==> src/hw/rtl/button_gesture_recognizer_top_macros.svh <==
`ifndef BUTTON_GESTURE_RECOGNIZER_TOP_MACROS_SVH
`define BUTTON_GESTURE_RECOGNIZER_TOP_MACROS_SVH

// Same-cycle implication, sampled on clk, off during reset
`define BGR_ASSERT_IMP(lbl, ante, cons) \
  lbl: assert property (@(posedge clk) disable iff (rst) (ante) |-> (cons)) \
    else $error("button gesture check failed");

// Next-cycle implication, sampled on clk, off during reset
`define BGR_ASSERT_NEXT(lbl, ante, cons) \
  lbl: assert property (@(posedge clk) disable iff (rst) (ante) |=> (cons)) \
    else $error("button gesture check failed");

`endif

==> src/hw/rtl/bgr_pkg.sv <==
`default_nettype none

package bgr_pkg;

  localparam int TimeW = 48;
  localparam int GenW  = 32;
  localparam int CfgW  = 16;

  localparam logic [CfgW-1:0] LongPressReset = 16'd800;
  localparam logic [CfgW-1:0] ClickGapReset  = 16'd300;

  localparam logic [1:0] TripleKey   = 2'd2;
  localparam logic [1:0] InvalidKey  = 2'd3;
  localparam logic [1:0] TripleCount = 2'd3;
  localparam logic signed [2:0] NoKey = -3'sd1;

  // Configuration register indexes
  localparam logic CfgLongPress = 1'b0;
  localparam logic CfgClickGap  = 1'b1;

  typedef enum logic [1:0] {
    MODE_RAW    = 2'd0,
    MODE_TICK   = 2'd1,
    MODE_SCREEN = 2'd2,
    MODE_CANCEL = 2'd3
  } mode_t;

  typedef enum logic [2:0] {
    ACT_NONE   = 3'd0,
    ACT_CLICK  = 3'd1,
    ACT_DOUBLE = 3'd2,
    ACT_LONG   = 3'd3,
    ACT_OFF    = 3'd4,
    ACT_WAKE   = 3'd5
  } action_t;

  typedef struct packed {
    mode_t            mode;
    logic [1:0]       key;
    logic             pressed;
    logic             screen_request;
    logic [GenW-1:0]  generation;
    logic [TimeW-1:0] now_ms;
  } item_t;

  typedef struct packed {
    action_t            action;
    logic signed [2:0]  action_key;
    logic [GenW-1:0]    action_generation;
  } result_t;

endpackage

`default_nettype wire

==> src/hw/rtl/bgr_elapsed.sv <==
`default_nettype none

// Checks that at least limit ms have passed from since_ms to now_ms
module bgr_elapsed
  import bgr_pkg::*;
(
  input  wire logic [TimeW-1:0] now_ms,
  input  wire logic [TimeW-1:0] since_ms,
  input  wire logic [CfgW-1:0]  limit,
  output logic                  met
);

  logic [TimeW:0] diff;

  // borrow out of the subtract flags time running backwards
  assign diff   = {1'b0, now_ms} - {1'b0, since_ms};
  assign met    = !diff[TimeW] && (diff[TimeW-1:0] >= {{(TimeW-CfgW){1'b0}}, limit});

endmodule

`default_nettype wire

==> src/hw/rtl/bgr_core.sv <==
`default_nettype none

// Gesture state and its one-pass update for one item
module bgr_core
  import bgr_pkg::*;
(
  input  wire logic            clk,
  input  wire logic            rst,
  input  wire logic            step,
  input  wire item_t           item,
  input  wire logic [CfgW-1:0] long_press_ms,
  input  wire logic [CfgW-1:0] click_gap_ms,
  output result_t              res
);

  typedef struct packed {
    logic             screen_is_on;
    logic             barrier_active;
    logic             barrier_wants_release;
    logic [2:0]       held_keys;
    logic             seq_valid;
    logic [1:0]       seq_key;
    logic             seq_held;
    logic             long_reported;
    logic [1:0]       click_count;
    logic [GenW-1:0]  seq_generation;
    logic [TimeW-1:0] press_time;
    logic [TimeW-1:0] release_time;
    logic [TimeW-1:0] last_event_time;
  } st_t;

  st_t st;
  st_t st_next;

  logic el_last_behind, el_last;
  logic el_press;
  logic el_rel;
  logic lift;
  logic [2:0] kbit;
  logic goes_on;
  logic [1:0] cnt;

  function automatic st_t clear_seq(st_t s);
    st_t t;
    t = s;
    t.seq_valid     = 1'b0;
    t.seq_key       = 2'd0;
    t.seq_held      = 1'b0;
    t.long_reported = 1'b0;
    t.click_count   = 2'd0;
    return t;
  endfunction

  function automatic st_t screen_set(st_t s, logic on, logic [TimeW-1:0] now);
    st_t t;
    t = clear_seq(s);
    t.screen_is_on          = on;
    t.barrier_active        = 1'b1;
    t.barrier_wants_release = (s.held_keys != 3'd0);
    t.last_event_time       = now;
    return t;
  endfunction

  // three time comparators, all against the stored stamps
  bgr_elapsed u_el_last (
    .now_ms  (item.now_ms),
    .since_ms(st.last_event_time),
    .limit   (click_gap_ms),
    .met     (el_last)
  );

  bgr_elapsed u_el_press (
    .now_ms  (item.now_ms),
    .since_ms(st.press_time),
    .limit   (long_press_ms),
    .met     (el_press)
  );

  bgr_elapsed u_el_rel (
    .now_ms  (item.now_ms),
    .since_ms(st.release_time),
    .limit   (click_gap_ms),
    .met     (el_rel)
  );

  // raw events older than the last one are dropped
  assign el_last_behind = (item.now_ms < st.last_event_time);

  assign lift = st.barrier_active && (st.held_keys == 3'd0) &&
                !st.barrier_wants_release && el_last;
  assign kbit = 3'b001 << item.key;

  // next state and result
  always_comb begin
    st_next = st;
    res.action            = ACT_NONE;
    res.action_key        = NoKey;
    res.action_generation = '0;
    goes_on = 1'b0;
    cnt = st.click_count;
    case (item.mode)
      MODE_TICK: begin
        if (lift) st_next.barrier_active = 1'b0;
        if (st_next.barrier_active || !st.screen_is_on || !st.seq_valid) begin
          // nothing to report
        end else if (st.seq_generation != item.generation) begin
          st_next = clear_seq(st_next);
        end else if (st.seq_held && !st.long_reported && el_press) begin
          st_next.long_reported = 1'b1;
          st_next.click_count   = 2'd0;
          res.action            = ACT_LONG;
          res.action_key        = {1'b0, st.seq_key};
          res.action_generation = st.seq_generation;
        end else if (!st.seq_held && el_rel) begin
          // sequence over: report clicks, or none with the sequence tag
          st_next = clear_seq(st_next);
          case (st.click_count)
            2'd1:    res.action = ACT_CLICK;
            2'd2:    res.action = ACT_DOUBLE;
            default: res.action = ACT_NONE;
          endcase
          res.action_key        = {1'b0, st.seq_key};
          res.action_generation = st.seq_generation;
        end
      end
      MODE_RAW: begin
        if (item.key != InvalidKey && !el_last_behind) begin
          if (lift) st_next.barrier_active = 1'b0;
          st_next.last_event_time = item.now_ms;
          if (item.pressed && (st.held_keys & kbit) != 3'd0) begin
            // repeated press of a held key
          end else begin
            if (item.pressed) begin
              st_next.held_keys = st.held_keys | kbit;
            end else begin
              st_next.held_keys = st.held_keys & ~kbit;
              if (st_next.held_keys == 3'd0) st_next.barrier_wants_release = 1'b0;
            end
            if (st_next.barrier_active) begin
              // blocked
            end else if (!st.screen_is_on) begin
              if (item.pressed) begin
                st_next = screen_set(st_next, 1'b1, item.now_ms);
                res.action            = ACT_WAKE;
                res.action_key        = {1'b0, item.key};
                res.action_generation = item.generation;
              end
            end else if (item.pressed) begin
              goes_on = st.seq_valid && st.seq_key == item.key && !st.seq_held &&
                        !st.long_reported && st.seq_generation == item.generation &&
                        !el_rel;
              if (!goes_on) st_next = clear_seq(st_next);
              st_next.seq_valid      = 1'b1;
              st_next.seq_key        = item.key;
              st_next.seq_generation = item.generation;
              st_next.seq_held       = 1'b1;
              st_next.press_time     = item.now_ms;
            end else if (st.seq_valid && st.seq_key == item.key && st.seq_held &&
                         st.seq_generation == item.generation) begin
              st_next.seq_held     = 1'b0;
              st_next.release_time = item.now_ms;
              if (st.long_reported) begin
                st_next = clear_seq(st_next);
              end else if (el_press) begin
                st_next = clear_seq(st_next);
                res.action            = ACT_LONG;
                res.action_key        = {1'b0, item.key};
                res.action_generation = st.seq_generation;
              end else begin
                if (st.click_count != TripleCount) cnt = st.click_count + 2'd1;
                st_next.click_count = cnt;
                if (item.key == TripleKey && cnt == TripleCount) begin
                  st_next = screen_set(st_next, 1'b0, item.now_ms);
                  res.action            = ACT_OFF;
                  res.action_key        = {1'b0, item.key};
                  res.action_generation = st.seq_generation;
                end
              end
            end
          end
        end
      end
      MODE_SCREEN: begin
        st_next = screen_set(st, item.screen_request, item.now_ms);
      end
      MODE_CANCEL: begin
        st_next = clear_seq(st);
        st_next.barrier_active        = 1'b1;
        st_next.barrier_wants_release = 1'b1;
        st_next.last_event_time       = item.now_ms;
        st_next.held_keys             = 3'd0;
      end
      default: begin
        st_next = st;
      end
    endcase
  end

  // state register, updated once per processed item
  always_ff @(posedge clk) begin
    if (rst) begin
      // screen on (top field), everything else clear
      st <= st_t'({1'b1, {($bits(st_t)-1){1'b0}}});
    end else if (step) begin
      st <= st_next;
    end
  end

endmodule

`default_nettype wire

==> src/hw/rtl/button_gesture_recognizer_top.sv <==
// Path: an accepted item is loaded into the input register, and its result is
// loaded into the result register when the item advances out of the input one.
// Throughput: one item per cycle; the input register keeps taking items while
// a result waits, stalling only when both registers are full.
// Reset (rst, synchronous, active high): empties both registers, restores the
// gesture state and sets long_press_ms to 800 and click_gap_ms to 300.
`default_nettype none

`include "button_gesture_recognizer_top_macros.svh"

module button_gesture_recognizer_top
  import bgr_pkg::*;
(
  input  wire logic            clk,
  input  wire logic            rst,
  input  wire logic            s_axis_tvalid,
  output logic                 s_axis_tready,
  // key[1:0], pressed[2], screen_request[3], generation[35:4], now_ms[83:36], zero pad
  input  wire logic [87:0]     s_axis_tdata,
  // mode[1:0]
  input  wire logic [1:0]      s_axis_tuser,
  output logic                 m_axis_tvalid,
  input  wire logic            m_axis_tready,
  // action_key[2:0], action_generation[34:3], zero pad
  output logic [39:0]          m_axis_tdata,
  // action[2:0]
  output logic [2:0]           m_axis_tuser,
  input  wire logic            cfg_we,
  input  wire logic            cfg_index,
  input  wire logic [CfgW-1:0] cfg_data
);

  logic            in_valid;
  item_t           in_item;
  logic            out_valid;
  result_t         out_res;
  result_t         res;
  logic            adv;
  logic [CfgW-1:0] long_press_ms;
  logic [CfgW-1:0] click_gap_ms;

  assign adv           = in_valid && (!out_valid || m_axis_tready);
  assign s_axis_tready = !in_valid || adv;

  // configuration registers
  always_ff @(posedge clk) begin
    if (rst) begin
      long_press_ms <= LongPressReset;
      click_gap_ms  <= ClickGapReset;
    end else if (cfg_we) begin
      case (cfg_index)
        CfgLongPress: long_press_ms <= cfg_data;
        CfgClickGap:  click_gap_ms  <= cfg_data;
        default:      long_press_ms <= long_press_ms;
      endcase
    end
  end

  // input register
  always_ff @(posedge clk) begin
    if (rst) begin
      in_valid <= 1'b0;
    end else if (s_axis_tvalid && s_axis_tready) begin
      in_valid <= 1'b1;
    end else if (adv) begin
      in_valid <= 1'b0;
    end
  end

  always_ff @(posedge clk) begin
    if (s_axis_tvalid && s_axis_tready) begin
      in_item.mode           <= mode_t'(s_axis_tuser);
      in_item.key            <= s_axis_tdata[1:0];
      in_item.pressed        <= s_axis_tdata[2];
      in_item.screen_request <= s_axis_tdata[3];
      in_item.generation     <= s_axis_tdata[35:4];
      in_item.now_ms         <= s_axis_tdata[83:36];
    end
  end

  bgr_core u_core (
    .clk          (clk),
    .rst          (rst),
    .step         (adv),
    .item         (in_item),
    .long_press_ms(long_press_ms),
    .click_gap_ms (click_gap_ms),
    .res          (res)
  );

  // result register
  always_ff @(posedge clk) begin
    if (rst) begin
      out_valid <= 1'b0;
    end else if (adv) begin
      out_valid <= 1'b1;
    end else if (m_axis_tready) begin
      out_valid <= 1'b0;
    end
  end

  always_ff @(posedge clk) begin
    if (adv) out_res <= res;
  end

  assign m_axis_tvalid = out_valid;
  assign m_axis_tuser  = out_res.action;
  assign m_axis_tdata  = {5'd0, out_res.action_generation, out_res.action_key};

  // checks
  `BGR_ASSERT_NEXT(a_in_loaded, s_axis_tvalid && s_axis_tready, in_valid)
  `BGR_ASSERT_NEXT(a_in_held, in_valid && !adv, in_valid && $stable(in_item))
  `BGR_ASSERT_IMP(a_act_has_key, out_valid && out_res.action != ACT_NONE,
                  out_res.action_key != NoKey)
  `BGR_ASSERT_IMP(a_off_key, out_valid && out_res.action == ACT_OFF,
                  out_res.action_key == 3'sd2)

endmodule

`default_nettype wire

==> config.mk <==
export PLATFORM = sky130hd
export DESIGN_NAME = button_gesture_recognizer_top
export DESIGN_NICKNAME = d
export VERILOG_FILES = /design/src/hw/rtl/bgr_pkg.sv /design/src/hw/rtl/bgr_elapsed.sv /design/src/hw/rtl/bgr_core.sv /design/src/hw/rtl/button_gesture_recognizer_top.sv
export VERILOG_INCLUDE_DIRS = /design/src /design/src/hw/rtl
export SDC_FILE = /design/constraint.sdc
export NUM_CORES = 1
export LEC_CHECK = 0
export BUFFER_PORTS_ARGS = -buffer_cell sky130_fd_sc_hd__buf_2
export CAP_MARGIN = 20
export CORE_UTILIZATION = 35
export CTS_BUF_LIST = sky130_fd_sc_hd__clkbuf_8
export DETAILED_ROUTE_END_ITERATION = 6
export GPL_TIMING_DRIVEN = 0
export PLACE_DENSITY = 0.62
export SKIP_CTS_REPAIR_TIMING = 1
export SLEW_MARGIN = 20
export SYNTH_ARGS = -nofsm -noshare
export SYNTH_HDL_FRONTEND = slang
export SYNTH_SLANG_ARGS = --single-unit
==> constraint.sdc <==
create_clock -name clk -period 6.98 [get_ports clk]
set_input_delay 0.698 -clock clk [delete_from_list [all_inputs] [get_ports clk]]
set_output_delay 0.698 -clock clk [all_outputs]
set_load 0.05 [all_outputs]
* Yosys cells after proc, flatten, opt, wreduce, memory -nomap -nowiden
Index checks and enable logic that the tools add are counted.
Word-level totals: flip-flop bits (word level) 347, output and inout bits 45
Cells by class: reduce and logical (&&, ||, !) cells 57, multiplexer cells 58, $add $sub $neg 4, $lt $le $gt $ge 4, eq/ne operators 27, bitwise gates (word level) 8, shift-type cells 1
Operators with widths (count):
- 189-bit two-way mux | 10
- 189-bit one-hot mux with 4 select lines | 1
- 183-bit two-way mux | 3
- 38-bit two-way mux | 12
- 179-bit two-way mux | 1
- 176-bit two-way mux | 1
- 48-bit by 48-bit subtractor with 49-bit output | 3
- 48-bit by 16-bit >= comparator with 1-bit output | 3
- 38-bit one-hot mux with 2 select lines | 1
- 37-bit two-way mux | 2
- 48-bit < comparator | 1
- 32-bit equality test | 1
- 32-bit != test | 1
- 9-bit AND reduction | 3
- 1-bit logical AND | 21
- 2-bit two-way mux | 10
- 10-bit AND reduction | 2
- 3-bit two-way mux | 5
- 2-bit != test, second input constant | 7
- 1-bit zero test | 12
- 2-bit equality test, second input constant | 5
- 1-bit two-way mux | 10
- 3-bit by 2-bit != test with 1-bit output, second input constant | 3
- 3-bit nonzero test | 3
- 24 further kinds | 38

* Logic depth before layout (Yosys ltp)
word-level depth 24, gate-level depth with buffers 26

* Modules after synthesis
Synthesis repeated with hierarchy kept, for this count alone.
Unflattened totals: cell total of the unflattened synthesis 3193, area, all modules 26905.8 um^2
Modules (own cells, without submodules):
- bgr_core | cells an instance 1225, area each 10502.6 um^2, sequential area each 3783.6 um^2, times used 1
- button_gesture_recognizer_top | cells an instance 267, area each 5187.5 um^2, sequential area each 4404.2 um^2, times used 1
- bgr_elapsed (u_core.u_el_rel) | cells an instance 585, area each 3856.2 um^2, sequential area each 0.0 um^2, times used 1
- bgr_elapsed (u_core.u_el_last) | cells an instance 562, area each 3752.3 um^2, sequential area each 0.0 um^2, times used 1
- bgr_elapsed (u_core.u_el_press) | cells an instance 554, area each 3607.2 um^2, sequential area each 0.0 um^2, times used 1

* Least setup slack after synthesis
No wires, ideal clock.
kind flip-flop to flip-flop, from register in_item[0] (netlist name), to register out_res, in the netlist m_axis_tdata[10] (data pin), path slack 1.198 ns, required time 6.724 ns, arrival 5.525 ns, stages on the path, launching flop included 25, library setup time 0.256 ns, buffers on the path 2, clock period less this slack 5.782 ns, cells stage by stage edfxtp_1 > inv_1 > ha_1 > inv_1 > fa_1 > a211o_1 > a211o_1 > a21oi_2 > xnor2_1 > ha_1 > a21o_1 > a2bb2oi_1 > nand4_1 > or4_1 > nor4_1 > and4_1 > nand4_1 > or4_1 > or4_4 > and3_1 > buf_6 > nand3_2 > o32ai_2 > buf_6 > a22o_1
RTL lines:
- end signal: assignment | line button_gesture_recognizer_top.sv:103 | if (adv) out_res <= res;
- end: declaration | line button_gesture_recognizer_top.sv:36 | result_t out_res;

==> out/metrics.cfg <==
[status]
status=completed

[synth]
synthSimpleGateAreaFrac=0.192
ys_warn_count=0
syn_area_per_cell_um2=8.20
ys_top_cells_by_area=dfxtp_1, edfxtp_1, ha_1
synth.distinct_cells=94
synth_compound_area_frac=0.227
synth.top_cell.area_share=0.183
async_reset_ff_frac=0
synthFlopType=dfxtp_1
yosysSeqAreaShare=0.335
synth_edf_count=124
synth_xor_area_frac=0.0376
synthMuxAreaShare=0.0412
synthAdderAreaFrac=0.101
synth-seq-cells=347
yosys.area.top_type=dfxtp_1
synth.most_common_cell=nand2_1
synth_common_cells=nand2_1, a21oi_1, dfxtp_1, inv_1, nor2_1
syn_area_um2=24500
synth_cells=2982
synth_top_family_by_area=compound AO/OA/AOI/OAI gates

[floorplan]
initial_utilization=0.355
rows=96
die-area_um2=70900
die_h_um=266
io_pins=157
die_w_um=266
core_um2=68800

[timing]
skew_ps=38.1
drv_slew=0
rsz0062_at_grt=no
hold_slack_ps=173
setup_viol=0
tns_ps=0
finalCriticalPeriod_ps=6750
tightest_slew_ps=986
fmax_ghz=0.148
hold_violations=0
slew_headroom=0.343
min_period_over_period=0.966
fin_ws_ps=234

[routing]
initialDrtViolationCount=1860
drcViolationCount=0
wire_per_inst_um=19.2
vias=23100
via_per_inst=5.52
wirelength_um=80200
antenna_left=0
drt_first_pass_iters=5

[placement]
dp_slack_ps=-646
gp_congestion=0.986
io_buffers=146
dp_hpwl_um=62700

[setup_path]
crit_required_ps=7420
endpoint_kind=register
r2r_cells=24
crit_arrival_ps=7180
startpoint_type=register
setup.worst_path.class=register to register
path_max_fanout=10
reg2reg_slack_ps=230

[cells_and_area]
regArea_um2=8190
fillerInstances=7057
multi_input_comb_area_um2=14700
area_growth_pct=14.0
layout-drive-gt1-share=0.0971
fin_nets=3508

[clocking]
clkSinkCount=347
htreeDepth=2
cts.path.max_buffers=3
clkTransAtPathRegs_ps=70
cts_root_buf=clkbuf_8
cts_buffers=61
clk_latency_ps=700
cts_tree=done

[global_routing]
grt_usage=0.221
antenna_found_initial=4
grt_pass1_vias=21700
grt_pass1_wl_um=123000
grt_max_degree=41
grt-ovfl-total=0

[min_path]
hold_path.class=primary input to register
holdPathStages=1

[power_and_ir_drop]
finalPower_w=0.00553
power_leakage_nw=10.8
p_per_area_nw_per_um2=198
vdd_drop_max_v=0.000162

[flow_run]
drv_cap=0

==> registers in the layout (all words and copies together), names as in the netlist <==
name	count
click_gap_ms	16
in_item	86
u_core.st	189
m_axis_tdata	35
m_axis_tvalid	1
m_axis_tuser	3
in_valid	1
long_press_ms	16
==> worst max-delay path, cell delays in order, from the launching register on <==
cell and delay (ps):
edfxtp_1 500, inv_2 150, ha_1 170, inv_1 50
fa_1 420, a211o_1 340, a211o_1 400, a21oi_4 210
xnor2_1 150, ha_1 270, a21o_1 250, a2bb2oi_1 170
nand4_1 130, or4_1 520, nor4_1 290, and4_1 220
nand4_1 90, or4_1 490, or4_4 570, and2_1 200
buf_6 160, nand3_4 90, nor2_1 130, buf_2 230
a22o_1 270
==> cell usage in the layout, fill, tap and decap left out, types with 15 or more instances in the layout <==
cell         n
a211oi_1    34
a21o_1      65
a21oi_1    343
a22o_1      35
a31oi_1     22
and2_1      25
and3_1      18
buf_2      158
buf_6       16
clkbuf_1   127
clkbuf_8    63
clkinv_1    15
dfxtp_1    223
edfxtp_1   124
ha_1       192
inv_1      235
mux2i_1     95
nand2_1    360
nand2b_1    24
nand3_1     55
nand4_1    115
nor2_1     221
nor3_1      44
nor4_1      23
o2111ai_1   16
o211ai_1    32
o21a_1      31
o21ai_0    116
o21bai_1    17
o31ai_1     15
xnor2_1     48
xor2_1      57
==> layer usage <==
layer	vias to the layer above	routed length (um)	GRT usage
met4	4	2810	0.0789
met2	698	37700	0.375
met5	-	22	0
met3	167	4490	0.0309
li1	11300	-	-
met1	10900	35200	0.285
==> per-stage QoR <==
| step | instances | util | area [um2] |
|---|---|---|---|
| 3_5_place_dp | 4067 | 0.384 | 26400 |
| 4_1_cts | 4183 | 0.404 | 27800 |
| 3_3_place_gp | 4063 | 0.383 | 26400 |
| 6_report | 4186 | 0.405 | 27900 |
| 5_1_grt | 4186 | 0.405 | 27900 |
| 2_1_floorplan | 2986 | - | 24500 |
==> logic make-up after synthesis <==
kind of cell / Yosys count
AOI/OAI and AO/OA: 866
adders and majority gates: 195
muxes: 100
and+or+nand+nor: 980
buffers and inverters: 388
xor gates and xnor gates: 105
DFF: 347
other: 1
==> final timing paths <==
kind                     from               to
min reg2reg     u_core.st[61]    u_core.st[61]
min          s_axis_tdata[41]       in_item[5]
max                in_item[0]  m_axis_tdata[9]
max reg2reg        in_item[0]  m_axis_tdata[9]
==> report_power, final <==
group	switching, W	total, W	leakage (nW)	internal (W)
Clock	0.000932	0.00212	0.748	0.00119
Combinational	0.000739	0.00115	7.07	0.000413
Sequential	0.0000893	0.00225	3.01	0.00217
==> layout make-up <==
cell class                 instances  area share
tap                              931      0.0418
sequential                       347       0.294
clock inverter                    53      0.0180
timing repair buffer             152      0.0292
buffer                           167      0.0280
multi-input combinational       2251       0.528
inverter                         221      0.0298
antenna                            1   0.0000898
clock buffer                      63      0.0311
Note: power is estimated with default switching activity, not from simulation.
